[src/hw/rtl/tcf_pkg.sv]
// tcf_pkg: shared constants and types for the text filter.
// Character codes, register indexes and the command word that the front
// hands to the back through the queue. No dependencies.
`timescale 1ns / 1ps

package tcf_pkg;

    // Character codes
    localparam logic [7:0] CH_TAB      = 8'd9;
    localparam logic [7:0] CH_NL       = 8'd10;
    localparam logic [7:0] CH_SPACE    = 8'd32;
    localparam logic [7:0] CH_DOLLAR   = 8'd36;
    localparam logic [7:0] CH_ZERO     = 8'd48;
    localparam logic [7:0] CH_QMARK    = 8'd63;
    localparam logic [7:0] CH_I        = 8'd73;
    localparam logic [7:0] CH_CARET    = 8'd94;
    localparam logic [7:0] CH_DEL      = 8'd127;
    localparam logic [7:0] CH_CTRL_TOP = 8'd32;
    localparam logic [7:0] CTRL_OFFSET = 8'd64;

    // Configuration register indexes
    localparam int unsigned CFG_IDX_W = 3;
    localparam logic [CFG_IDX_W-1:0] REG_NUMBER_ALL       = 3'd0;
    localparam logic [CFG_IDX_W-1:0] REG_NUMBER_NONBLANK  = 3'd1;
    localparam logic [CFG_IDX_W-1:0] REG_SQUEEZE_BLANK    = 3'd2;
    localparam logic [CFG_IDX_W-1:0] REG_SHOW_ENDS        = 3'd3;
    localparam logic [CFG_IDX_W-1:0] REG_SHOW_TABS        = 3'd4;
    localparam logic [CFG_IDX_W-1:0] REG_SHOW_NONPRINTING = 3'd5;

    // Per-byte command: which prefix words to emit, then the final byte
    typedef struct packed {
        logic       has_num;
        logic       has_dollar;
        logic       has_caret;
        logic [7:0] ch;
    } t_cmd;

    localparam int unsigned CMD_W = $bits(t_cmd);

endpackage

[src/hw/rtl/tcf_front.sv]
// tcf_front: accepts input bytes, holds configuration and line state,
// and classifies each byte into a command for the back end.
// Depends on tcf_pkg.
`timescale 1ns / 1ps

module tcf_front #(
    parameter int NUMBER_DIGITS = 6
) (
    input  logic                          i_clk,
    input  logic                          i_rst_n,
    input  logic                          i_cfg_valid,
    input  logic [tcf_pkg::CFG_IDX_W-1:0] i_cfg_index,
    input  logic                          i_cfg_data,
    input  logic                          i_valid,
    input  logic [7:0]                    i_byte,
    input  logic                          i_room,
    output logic                          o_ready,
    output logic                          o_push,
    output tcf_pkg::t_cmd                 o_cmd,
    output logic [4*NUMBER_DIGITS-1:0]    o_bcd
);

    localparam int BCD_W = 4 * NUMBER_DIGITS;

    logic r_number_all, r_number_nonblank, r_squeeze_blank;
    logic r_show_ends, r_show_tabs, r_show_nonprinting;
    logic r_after_nl, n_after_nl;
    logic [1:0] r_blank_run, n_blank_run;
    logic [BCD_W-1:0] r_bcd, n_bcd;

    logic             accept, nl, sq_hit, drop, do_num, caret;
    logic [1:0]       blank_inc;
    logic [7:0]       ch;
    logic [BCD_W-1:0] bcd_inc;
    logic             carry;
    logic [3:0]       dig;

    assign o_ready = i_room;
    assign accept  = i_valid && i_room;
    assign nl      = (i_byte == tcf_pkg::CH_NL);
    assign sq_hit  = r_squeeze_blank && r_after_nl && nl;
    assign blank_inc = (r_blank_run == 2'd3) ? 2'd3 : r_blank_run + 2'd1;
    assign drop    = sq_hit && (blank_inc > 2'd1);
    assign do_num  = r_after_nl &&
                     ((r_number_all && !r_number_nonblank) || (r_number_nonblank && !nl));

    // Caret notation for tab and control bytes
    always_comb begin
        caret = 1'b0;
        ch    = i_byte;
        if (i_byte == tcf_pkg::CH_TAB && r_show_tabs) begin
            caret = 1'b1;
            ch    = tcf_pkg::CH_I;
        end else if (r_show_nonprinting && i_byte != tcf_pkg::CH_TAB && !nl) begin
            if (i_byte == tcf_pkg::CH_DEL) begin
                caret = 1'b1;
                ch    = tcf_pkg::CH_QMARK;
            end else if (i_byte < tcf_pkg::CH_CTRL_TOP) begin
                caret = 1'b1;
                ch    = i_byte + tcf_pkg::CTRL_OFFSET;
            end
        end
    end

    // BCD count-up, wraps to zero after all nines
    always_comb begin
        carry   = 1'b1;
        bcd_inc = '0;
        dig     = '0;
        for (int i = 0; i < NUMBER_DIGITS; i++) begin
            dig = r_bcd[4*i +: 4];
            if (carry) begin
                if (dig >= 4'd9) begin
                    dig   = 4'd0;
                    carry = 1'b1;
                end else begin
                    dig   = dig + 4'd1;
                    carry = 1'b0;
                end
            end
            bcd_inc[4*i +: 4] = dig;
        end
    end

    always_comb begin
        n_after_nl  = r_after_nl;
        n_blank_run = r_blank_run;
        n_bcd       = r_bcd;
        if (accept) begin
            if (sq_hit) begin
                n_blank_run = blank_inc;
            end
            if (!drop) begin
                if (do_num) begin
                    n_bcd = bcd_inc;
                end
                if (r_after_nl && !nl) begin
                    n_blank_run = 2'd0;
                end
                n_after_nl = nl;
            end
        end
    end

    assign o_push            = accept && !drop;
    assign o_cmd.has_num     = do_num;
    assign o_cmd.has_dollar  = r_show_ends && nl;
    assign o_cmd.has_caret   = caret;
    assign o_cmd.ch          = ch;
    assign o_bcd             = r_bcd;

    always_ff @(posedge i_clk) begin
        if (!i_rst_n) begin
            r_number_all       <= 1'b0;
            r_number_nonblank  <= 1'b0;
            r_squeeze_blank    <= 1'b0;
            r_show_ends        <= 1'b0;
            r_show_tabs        <= 1'b0;
            r_show_nonprinting <= 1'b0;
            r_after_nl         <= 1'b1;
            r_blank_run        <= 2'd0;
            r_bcd              <= BCD_W'(1);
        end else begin
            r_after_nl  <= n_after_nl;
            r_blank_run <= n_blank_run;
            r_bcd       <= n_bcd;
            if (i_cfg_valid) begin
                unique case (i_cfg_index)
                    tcf_pkg::REG_NUMBER_ALL:       r_number_all       <= i_cfg_data;
                    tcf_pkg::REG_NUMBER_NONBLANK:  r_number_nonblank  <= i_cfg_data;
                    tcf_pkg::REG_SQUEEZE_BLANK:    r_squeeze_blank    <= i_cfg_data;
                    tcf_pkg::REG_SHOW_ENDS:        r_show_ends        <= i_cfg_data;
                    tcf_pkg::REG_SHOW_TABS:        r_show_tabs        <= i_cfg_data;
                    tcf_pkg::REG_SHOW_NONPRINTING: r_show_nonprinting <= i_cfg_data;
                    default: ;
                endcase
            end
        end
    end

endmodule

[src/hw/rtl/tcf_queue.sv]
// tcf_queue: short register queue between the front and the back end.
// Push and pop may happen in the same cycle. No package dependency.
`timescale 1ns / 1ps

module tcf_queue #(
    parameter int W     = 8,
    parameter int DEPTH = 2
) (
    input  logic                         i_clk,
    input  logic                         i_rst_n,
    input  logic                         i_push,
    input  logic [W-1:0]                 i_wdata,
    input  logic                         i_pop,
    output logic [W-1:0]                 o_rdata,
    output logic                         o_full,
    output logic                         o_empty,
    output logic [$clog2(DEPTH+1)-1:0]   o_count
);

    localparam int PTR_W = (DEPTH > 1) ? $clog2(DEPTH) : 1;
    localparam int CNT_W = $clog2(DEPTH + 1);
    localparam logic [PTR_W-1:0] PTR_LAST = PTR_W'(DEPTH - 1);

    logic [W-1:0]     r_mem [DEPTH];
    logic [PTR_W-1:0] r_wptr, r_rptr;
    logic [CNT_W-1:0] r_count, n_count;

    assign o_rdata = r_mem[r_rptr];
    assign o_full  = (r_count == CNT_W'(DEPTH));
    assign o_empty = (r_count == '0);
    assign o_count = r_count;

    always_comb begin
        n_count = r_count;
        if (i_push && !i_pop) begin
            n_count = r_count + CNT_W'(1);
        end else if (i_pop && !i_push) begin
            n_count = r_count - CNT_W'(1);
        end
    end

    always_ff @(posedge i_clk) begin
        if (i_push) begin
            r_mem[r_wptr] <= i_wdata;
        end
    end

    always_ff @(posedge i_clk) begin
        if (!i_rst_n) begin
            r_wptr  <= '0;
            r_rptr  <= '0;
            r_count <= '0;
        end else begin
            r_count <= n_count;
            if (i_push) begin
                r_wptr <= (r_wptr == PTR_LAST) ? '0 : r_wptr + PTR_W'(1);
            end
            if (i_pop) begin
                r_rptr <= (r_rptr == PTR_LAST) ? '0 : r_rptr + PTR_W'(1);
            end
        end
    end

endmodule

[src/hw/rtl/tcf_back.sv]
// tcf_back: expands one command into its output words, one word a cycle while the output
// is not stalled, through a registered output stage. Depends on tcf_pkg.
`timescale 1ns / 1ps

module tcf_back #(
    parameter int NUMBER_DIGITS = 6
) (
    input  logic                       i_clk,
    input  logic                       i_rst_n,
    input  logic                       i_empty,
    input  tcf_pkg::t_cmd              i_cmd,
    input  logic [4*NUMBER_DIGITS-1:0] i_bcd,
    output logic                       o_pop,
    input  logic                       i_m_tready,
    output logic                       o_m_tvalid,
    output logic [7:0]                 o_m_tdata,
    output logic                       o_m_tlast
);

    localparam int STEP_W = $clog2(NUMBER_DIGITS + 4);
    localparam logic [STEP_W-1:0] S_FIRST = '0;
    localparam logic [STEP_W-1:0] S_TAB   = STEP_W'(NUMBER_DIGITS);
    localparam logic [STEP_W-1:0] S_END   = STEP_W'(NUMBER_DIGITS + 1);
    localparam logic [STEP_W-1:0] S_CARET = STEP_W'(NUMBER_DIGITS + 2);
    localparam logic [STEP_W-1:0] S_CHAR  = STEP_W'(NUMBER_DIGITS + 3);

    logic              r_valid, r_last, r_started;
    logic [7:0]        r_byte;
    logic [STEP_W-1:0] r_step;

    logic [STEP_W-1:0] start_step, step, next_step;
    logic [7:0]        dch [NUMBER_DIGITS];
    logic [7:0]        word;
    logic              seen_nz, load, fire, is_last;
    logic [3:0]        d;

    assign start_step = i_cmd.has_num    ? S_FIRST :
                        i_cmd.has_dollar ? S_END   :
                        i_cmd.has_caret  ? S_CARET : S_CHAR;
    assign step = r_started ? r_step : start_step;

    // Digit characters, leading zeros blanked, ones column always shown
    always_comb begin
        seen_nz = 1'b0;
        d       = '0;
        for (int i = NUMBER_DIGITS - 1; i >= 0; i--) begin
            d = i_bcd[4*i +: 4];
            if (d > 4'd9) begin
                d = 4'd9;
            end
            if (d != 4'd0 || i == 0) begin
                seen_nz = 1'b1;
            end
            dch[i] = seen_nz ? (tcf_pkg::CH_ZERO + {4'b0000, d}) : tcf_pkg::CH_SPACE;
        end
    end

    always_comb begin
        word = i_cmd.ch;
        priority if (step < S_TAB) begin
            for (int i = 0; i < NUMBER_DIGITS; i++) begin
                if (step == STEP_W'(NUMBER_DIGITS - 1 - i)) begin
                    word = dch[i];
                end
            end
        end else if (step == S_TAB) begin
            word = tcf_pkg::CH_TAB;
        end else if (step == S_END) begin
            word = tcf_pkg::CH_DOLLAR;
        end else if (step == S_CARET) begin
            word = tcf_pkg::CH_CARET;
        end else begin
            word = i_cmd.ch;
        end
    end

    always_comb begin
        priority if (step < S_TAB) begin
            next_step = step + STEP_W'(1);
        end else if (step == S_TAB) begin
            next_step = i_cmd.has_dollar ? S_END : (i_cmd.has_caret ? S_CARET : S_CHAR);
        end else if (step == S_END) begin
            next_step = i_cmd.has_caret ? S_CARET : S_CHAR;
        end else begin
            next_step = S_CHAR;
        end
    end

    assign is_last = (step == S_CHAR);
    assign load    = !r_valid || i_m_tready;
    assign fire    = load && !i_empty;
    assign o_pop   = fire && is_last;

    assign o_m_tvalid = r_valid;
    assign o_m_tdata  = r_byte;
    assign o_m_tlast  = r_last;

    always_ff @(posedge i_clk) begin
        if (fire) begin
            r_byte <= word;
            r_last <= is_last;
        end
    end

    always_ff @(posedge i_clk) begin
        if (!i_rst_n) begin
            r_valid   <= 1'b0;
            r_started <= 1'b0;
            r_step    <= '0;
        end else begin
            if (load) begin
                r_valid <= !i_empty;
            end
            if (fire) begin
                r_started <= !is_last;
                r_step    <= next_step;
            end
        end
    end

endmodule

[src/hw/rtl/text_cat_filter.sv]
// text_cat_filter: line numbering and visible-character filter, top level.
// Path: an accepted byte is written into the command queue, and its first word is then
// loaded from the queue into the output register.
// Throughput: one word per cycle at the output register while i_m_tready holds; a byte costs 1 to
// NUMBER_DIGITS+3 words, so input runs at one byte a cycle until multi-word commands or output stalls fill the queue.
// Reset: synchronous, active low; clears options, sets line count to 1, empties the queue.
`timescale 1ns / 1ps

module text_cat_filter #(
    parameter int NUMBER_DIGITS = 6
) (
    input  logic                          i_clk,
    input  logic                          i_rst_n,
    // Input stream
    input  logic                          i_s_tvalid,
    output logic                          o_s_tready,
    input  logic [7:0]                    i_s_tdata,   // [7:0] in_byte
    // Output stream
    output logic                          o_m_tvalid,
    input  logic                          i_m_tready,
    output logic [7:0]                    o_m_tdata,   // [7:0] out_byte
    output logic                          o_m_tlast,   // last_of_run
    // Configuration write channel
    input  logic                          i_cfg_valid,
    output logic                          o_cfg_ready,
    input  logic [tcf_pkg::CFG_IDX_W-1:0] i_cfg_index,
    input  logic                          i_cfg_data
);

    // Two command slots let the front keep taking bytes while the back
    // is still expanding a line-number prefix.
    localparam int QDEPTH = 2;
    localparam int BCD_W  = 4 * NUMBER_DIGITS;
    localparam int QW     = tcf_pkg::CMD_W + BCD_W;
    localparam int CNT_W  = $clog2(QDEPTH + 1);

    logic              q_push, q_pop, q_full, q_empty;
    logic [CNT_W-1:0]  q_count;
    logic [QW-1:0]     q_wdata, q_rdata;
    tcf_pkg::t_cmd     front_cmd, back_cmd;
    logic [BCD_W-1:0]  front_bcd, back_bcd;

    // Configuration writes go straight into registers, always take them
    assign o_cfg_ready = 1'b1;

    // Front: classify the byte, advance line state, drop squeezed newlines
    tcf_front #(
        .NUMBER_DIGITS(NUMBER_DIGITS)
    ) u_front (
        .i_clk       (i_clk),
        .i_rst_n     (i_rst_n),
        .i_cfg_valid (i_cfg_valid),
        .i_cfg_index (i_cfg_index),
        .i_cfg_data  (i_cfg_data),
        .i_valid     (i_s_tvalid),
        .i_byte      (i_s_tdata),
        .i_room      (!q_full),
        .o_ready     (o_s_tready),
        .o_push      (q_push),
        .o_cmd       (front_cmd),
        .o_bcd       (front_bcd)
    );

    // Pack the command with a snapshot of the line number it prints
    assign q_wdata  = {front_bcd, front_cmd};
    assign back_cmd = q_rdata[tcf_pkg::CMD_W-1:0];
    assign back_bcd = q_rdata[QW-1:tcf_pkg::CMD_W];

    tcf_queue #(
        .W     (QW),
        .DEPTH (QDEPTH)
    ) u_queue (
        .i_clk   (i_clk),
        .i_rst_n (i_rst_n),
        .i_push  (q_push),
        .i_wdata (q_wdata),
        .i_pop   (q_pop),
        .o_rdata (q_rdata),
        .o_full  (q_full),
        .o_empty (q_empty),
        .o_count (q_count)
    );

    // Back: walk digits, tab, dollar, caret, byte; pop on the final word
    tcf_back #(
        .NUMBER_DIGITS(NUMBER_DIGITS)
    ) u_back (
        .i_clk      (i_clk),
        .i_rst_n    (i_rst_n),
        .i_empty    (q_empty),
        .i_cmd      (back_cmd),
        .i_bcd      (back_bcd),
        .o_pop      (q_pop),
        .i_m_tready (i_m_tready),
        .o_m_tvalid (o_m_tvalid),
        .o_m_tdata  (o_m_tdata),
        .o_m_tlast  (o_m_tlast)
    );

    // Front never pushes into a full queue
    a_push_room: assert property (@(posedge i_clk) disable iff (!i_rst_n)
        q_push |-> !q_full)
        else $error("command pushed into full queue");

    // Back never pops an empty queue
    a_pop_data: assert property (@(posedge i_clk) disable iff (!i_rst_n)
        q_pop |-> !q_empty)
        else $error("command popped from empty queue");

    // Queue occupancy stays within its slots
    a_count_range: assert property (@(posedge i_clk) disable iff (!i_rst_n)
        q_count <= CNT_W'(QDEPTH))
        else $error("queue count out of range");

    // A command slot is popped as its final word loads into the output register
    a_last_pops: assert property (@(posedge i_clk) disable iff (!i_rst_n)
        q_pop |=> o_m_tvalid && o_m_tlast)
        else $error("pop without final word loaded");

endmodule
[config.mk]
export PLATFORM = sky130hd
export DESIGN_NAME = text_cat_filter
export DESIGN_NICKNAME = d
export VERILOG_FILES = /design/src/hw/rtl/tcf_pkg.sv /design/src/hw/rtl/tcf_front.sv /design/src/hw/rtl/tcf_queue.sv /design/src/hw/rtl/tcf_back.sv /design/src/hw/rtl/text_cat_filter.sv
export SDC_FILE = /design/constraint.sdc
export NUM_CORES = 1
export LEC_CHECK = 0
export ABC_AREA = 1
export BUFFER_PORTS_ARGS = -buffer_cell sky130_fd_sc_hd__buf_2
export CORE_MARGIN = 8
export CORE_UTILIZATION = 45
export DETAILED_ROUTE_END_ITERATION = 10
export SYNTH_ARGS = -nofsm -noshare
export SYNTH_HDL_FRONTEND = slang
export SYNTH_SLANG_ARGS = --single-unit
[constraint.sdc]
create_clock -name i_clk -period 4.2 [get_ports i_clk]
set_input_delay 0.84 -clock i_clk [delete_from_list [all_inputs] [get_ports i_clk]]
set_output_delay 0.84 -clock i_clk [all_outputs]
set_load 0.02 [all_outputs]
-- Yosys cells after proc, flatten, opt, wreduce, memory -nomap -nowiden
Memory sizes are Yosys's and may differ from the RTL's. A register that Yosys moved wholly into a read port is not among the register bits.
Cells that the tools add are included.
- memories: 1
- logic and storage cells: 196
- bits in writable memories: 70
- input port bits: 17
- bits in registers: 52
- output and inout port bits: 12
- memory list (name ; depth ; width ; rd ports ; clocked after Yosys merged registers in ; write ports ; RTL line ; text):
    u_queue.r_mem ; 2 ; 35 ; 1 ; 1 ; 1 ; tcf_queue.sv:24 ; logic [W-1:0] r_mem [DEPTH];
- reductions and logical operators: 50
- add/sub/neg operators: 19
- $lt $le $gt $ge: 15
- mux-type cells: 68
- equal/unequal tests: 20
- bitwise gates (word level): 1
- operators with widths (cell ; count):
    2-to-1 mux 8 bit ; 19
    2-to-1 mux 4 bit ; 18
    adder 6 x 4 -> 7 bit, first input constant ; 6
    adder 4 x 1 -> 4 bit, second input constant ; 7
    2-to-1 mux 1 bit ; 25
    greater-or-equal comparator 4 bit, second input constant ; 6
    greater-than comparator 4 bit, second input constant ; 6
    AND reduction 4 bit ; 5
    nonzero test 4 bit ; 5
    logical AND 1 bit ; 17
    equality test 4 x 3 -> 1 bit, second input constant ; 4
    equality test 8 x 4 -> 1 bit, second input constant ; 2
    AND reduction 2 bit ; 7
    2-to-1 mux 2 bit ; 6
    zero test 1 bit ; 9
    adder 8 x 7 -> 8 bit, second input constant ; 1
    equality test 4 x 2 -> 1 bit, second input constant ; 2
    equality test 4 bit, second input constant ; 2
    equality test 8 x 7 -> 1 bit, second input constant ; 1
    less-than comparator 8 x 6 -> 1 bit, second input constant ; 1
    != test 8 x 4 -> 1 bit, second input constant ; 1
    equality test 3 x 2 -> 1 bit, second input constant ; 2
    equality test 3 bit, second input constant ; 2
    adder 2 x 1 -> 2 bit, second input constant ; 2
    14 further kinds ; 17

-- Depth between registers and ports, before layout
- word-level depth: 15
- mapped depth: 21
- gate-level depth less buffers: 20

-- Cells and area by module
Synthesis repeated with hierarchy kept, for this count alone.
- cells, all modules: 682
- area total of the unflattened synthesis: 6507.5 sq um
- modules (own cells, without submodules) (module ; cells each ; sequential area each (sq um) ; area an instance (sq um) ; times used):
    tcf_queue ; 144 ; 2202.1 ; 2907.8 ; 1
    tcf_front ; 319 ; 660.6 ; 2177.1 ; 1
    tcf_back ; 216 ; 390.4 ; 1407.6 ; 1
    text_cat_filter ; 3 ; 0.0 ; 15.0 ; 1

-- Least setup slack after synthesis
OpenSTA, ideal clock, no wires.
- path type: input -> register
- start: in i_s_tdata[6]
- end: mem u_queue.r_mem[1][0] (netlist name) (enable)
- stages: 9
- arrival time: 3.139 ns
- required time: 3.771 ns
- buffers on the path: 0
- library setup time: 0.429 ns
- path slack: 0.632 ns
- cells stage by stage: inv_1 -> ha_1 -> nand3_1 -> inv_1 -> nand2_1 -> nor2_1 -> o21ai_2 -> nand2_4 -> nor2_1
- longest elaborated chain between the ends: 7
- ends and longest elaborated chain (item ; RTL line ; text):
    start: declaration ; text_cat_filter.sv:17 ; input logic [7:0] i_s_tdata,
    equality test 8 x 4 -> 1 bit ; tcf_front.sv:40 ; assign nl = (i_byte == tcf_pkg::CH_NL);
    logical AND 1 bit ; tcf_front.sv:41 ; assign sq_hit = r_squeeze_blank && r_after_nl && nl;
    logical AND 1 bit ; tcf_front.sv:43 ; assign drop = sq_hit && (blank_inc > 2'd1);
    zero test 1 bit ; n/a ;
    logical AND 1 bit ; tcf_front.sv:105 ; assign o_push = accept && !drop;
    2-to-1 mux 1 bit ; tcf_queue.sv:43 ; if (i_push) begin
    2-to-1 mux 1 bit (implied by the code) ; tcf_queue.sv:44 ; r_mem[r_wptr] <= i_wdata;
    end: declaration ; tcf_queue.sv:24 ;
No other way between the ends.

==> summary.txt <==
Synth warnings - 0
Final TNS setup - 0 ps
Synth cell count leaders - nand2_1, inv_1, edfxtp_1
Initial Utilization - 45.5%
Antenna violations before repair - 0
Drt pass-1 iters - 5
Max Clk Rate - 340 MHz
Multi-input gate area - 2450 sq um
Design Power - 0.00361 W
VDD IR-drop max - 243 uV
Layout Cell Area excl Fill - 7120 sq um
Layout area overhead - 14.1%
Post-CTS Repair Setup Buffers - 0
Leading area contributor after synthesis - edfxtp_1
Setup WS post-layout - 1260 ps
Die footprint - 17900 sq um
Fill cells - 1236
Number of synthesized register bits - 123
Share of flip-flops with an asynchronous set or reset - 0%
Worst-path clk slew - 50 ps
Total CTS buffers - 17
Net count of the mapped netlist - 753
Fin crit share - 70.0%
Clk sinks - 123
Max-cap violations - 0
RSZ-0062 raised after global routing - no
Vias in the first global route - 4417
Synth area leaders - edfxtp_1, dfxtp_1, nand2_1
Global route overflow - 0
Syn avg cell area - 8.78 sq um
Worst Hold Class - reg -> reg
Fin nets - 784
DP HPWL - 9450 um
DRC viols - 0
Cells after synthesis - 710
CP Launch Type - flip-flop
Yosys top cell area share - 38.0%
Worst-Margin Slew - 673 ps
Cell Rows - 43
Run status - finished clean
Netlist cell types - 43
Diode count - 0
CP arrival - 3230 ps
Critical-path maximum fanout - 17
DR vias - 4629
Top-count cell post-synth - nand2_1
Final setup viols - 0
Worst hold start - u_front.o_bcd[15]$_SDFFE_PN0P_
Post-synthesis sequential area ratio - 52.2%
Max clock buf depth - 2
Port Buf Inserts - 27
Initial DRC count - 305
Core Region - 13700 sq um
Placed cells - 902
Layout cells sized above 1 - 12.4%
Dpl cell area - 6550 sq um
Lkg Pwr - 2.97 nW
Crit path required time - 4490 ps
H-tree Lvls - 4
First-pass GRT wire length - 21300 um
Placer congestion estimate - 0.867
Tmin final - 2940 ps
Slew Limit Fails - 0
I/O pin cnt - 29
Layout Skew - 7.07 ps
Post-CTS Resized - 0
CP endpoint kind - flip-flop
Pwr Density - 508 nW/um^2
Mapped Area - 6240 sq um
Final cell count without fillers - 933
Setup CP Type - reg -> reg
WL/cell - 13.7 um
Pin count of the biggest net entering global routing - 41
Die X-Extent - 134 um
Routed WL - 12800 um
Final hold vios - 0
Clk_lat worst skew - 410 ps
Post-synth EDFFs - 79
GRT Overall Usage - 14.9%
Pre-CTS setup slack - 1170 ps
Sequential Area - 3250 sq um
Via density - 4.96
CTS Hold Bufs - 0
Root Driver - clkbuf_16
CTS tree - yes
Final ANT Viol Nets - 0
Worst slew margin relative to its limit - 55.1%
Most used DFF post-synth - edfxtp_1
Die H - 134 um
[worst max-delay path, cell delays in order (launching register included)]
cell and delay (ps):
dfxtp_1 500, inv_2 220, nand2_1 110, nand2_1 50, inv_1 70, nor2_1 40, o21a_1 200, inv_1 100
ha_1 240, inv_1 100, nor3_1 270, nand2_1 160, ha_1 320, a21oi_1 110, o21ai_0 110, o21ai_0 150
a21oi_1 50
[area by class of cell]
class,instances,share of cell area (%)
Clock buffer,18,6.03
Clock inverter,13,1.86
Inverter,115,6.07
Multi-Input combinational cell,453,34.5
Sequential cell,123,45.7
Tap cell,180,3.17
Timing Repair Buffer,31,2.67
[metrics by stage]
stage	hold WS [ps]	utilization, %
floorplan	426	-
global placement	435	47.8
detailed placement	440	47.8
CTS	454	51.9
global route	472	51.9
finish	455	51.9
[registers in the layout, indices dropped and copies added, names as in the netlist, named ones only]
name                        cells
u_front.r_blank_run             2
u_queue.r_wptr                  1
u_back.r_started                1
u_front.r_show_nonprinting      1
u_front.r_squeeze_blank         1
u_back.o_m_tvalid               1
u_front.r_number_nonblank       1
u_front.o_bcd                  24
u_front.r_show_ends             1
u_queue.r_mem                  70
u_queue.r_rptr                  1
u_back.o_m_tlast                1
u_queue.o_count                 2
u_back.o_m_tdata                8
u_front.r_after_nl              1
u_front.r_show_tabs             1
u_back.r_step                   4
u_front.r_number_all            1
[power by group]
| group | switching, W | internal (W) | total, W |
|---|---|---|---|
| logic | 0.000517 | 0.000234 | 0.000752 |
| clock network | 0.000487 | 0.000910 | 0.00140 |
| registers | 0.0000383 | 0.00142 | 0.00146 |
| total | 0.00104 | 0.00257 | 0.00361 |
[cells in the final DEF, fill, tap and decap left out, types with 2 or more instances in the layout]
master     instances
nand3b_1           3
nor2_2             3
a31oi_1            8
buf_12             2
inv_1            107
ha_1              26
or2_2              9
dfxtp_1           44
nand2_2            4
bufinv_16          3
clkinv_2           4
nor2_1            47
clkinv_1           6
nor3b_1            2
nand2_1          164
nor3_2             2
nor2_4             6
a211oi_1           3
buf_2             27
nor3_1            11
o21ai_1            4
o31ai_1            3
o21ai_0           37
nand3_1           37
mux2i_1            7
o211ai_1           6
clkbuf_16         17
nor4_1             6
a21oi_1           33
nand4_1           11
edfxtp_1          79
inv_2              8
buf_4              2
nand3_2            2
xor2_1             8
[routing by layer]
| metal | share of wire, % | GRT usage (%) | vias to the layer above |
|---|---|---|---|
| met4 | 1.9 | 7.11 | 0 |
| met2 | 46 | 24.2 | 84 |
| li1 | - | - | 2406 |
| met1 | 49 | 18.7 | 2119 |
| met3 | 3.5 | 3.13 | 20 |
| met5 | 0 | 0 | - |
[cells by family (layout without fill, tap and decap cells)]
family,Yosys count,in the layout,share of synthesized area [%]
AOI/OAI and AO/OA,102,102,9.35
xor gates and xnor gates,8,8,1.12
adders and majority gates,26,26,5.22
buffers and inverters,134,177,8.57
DFF,123,123,52.2
muxes,7,7,1.12
other,1,1,0.0601
and+or+nand+nor,309,309,22.4
[worst paths after layout]
kind                                                   endpoint  slack [ps]  depth (start not counted)
worst min-delay path             u_queue.r_mem[1][26]$_DFFE_PP_         450                          0
worst max register to register  u_queue.o_count[1]$_SDFFE_PN0P_        1260                         16
worst min register to register   u_queue.r_mem[1][26]$_DFFE_PP_         450                          0
worst max-delay path            u_queue.o_count[1]$_SDFFE_PN0P_        1260                         16
Power figures use the tool's default switching activity.
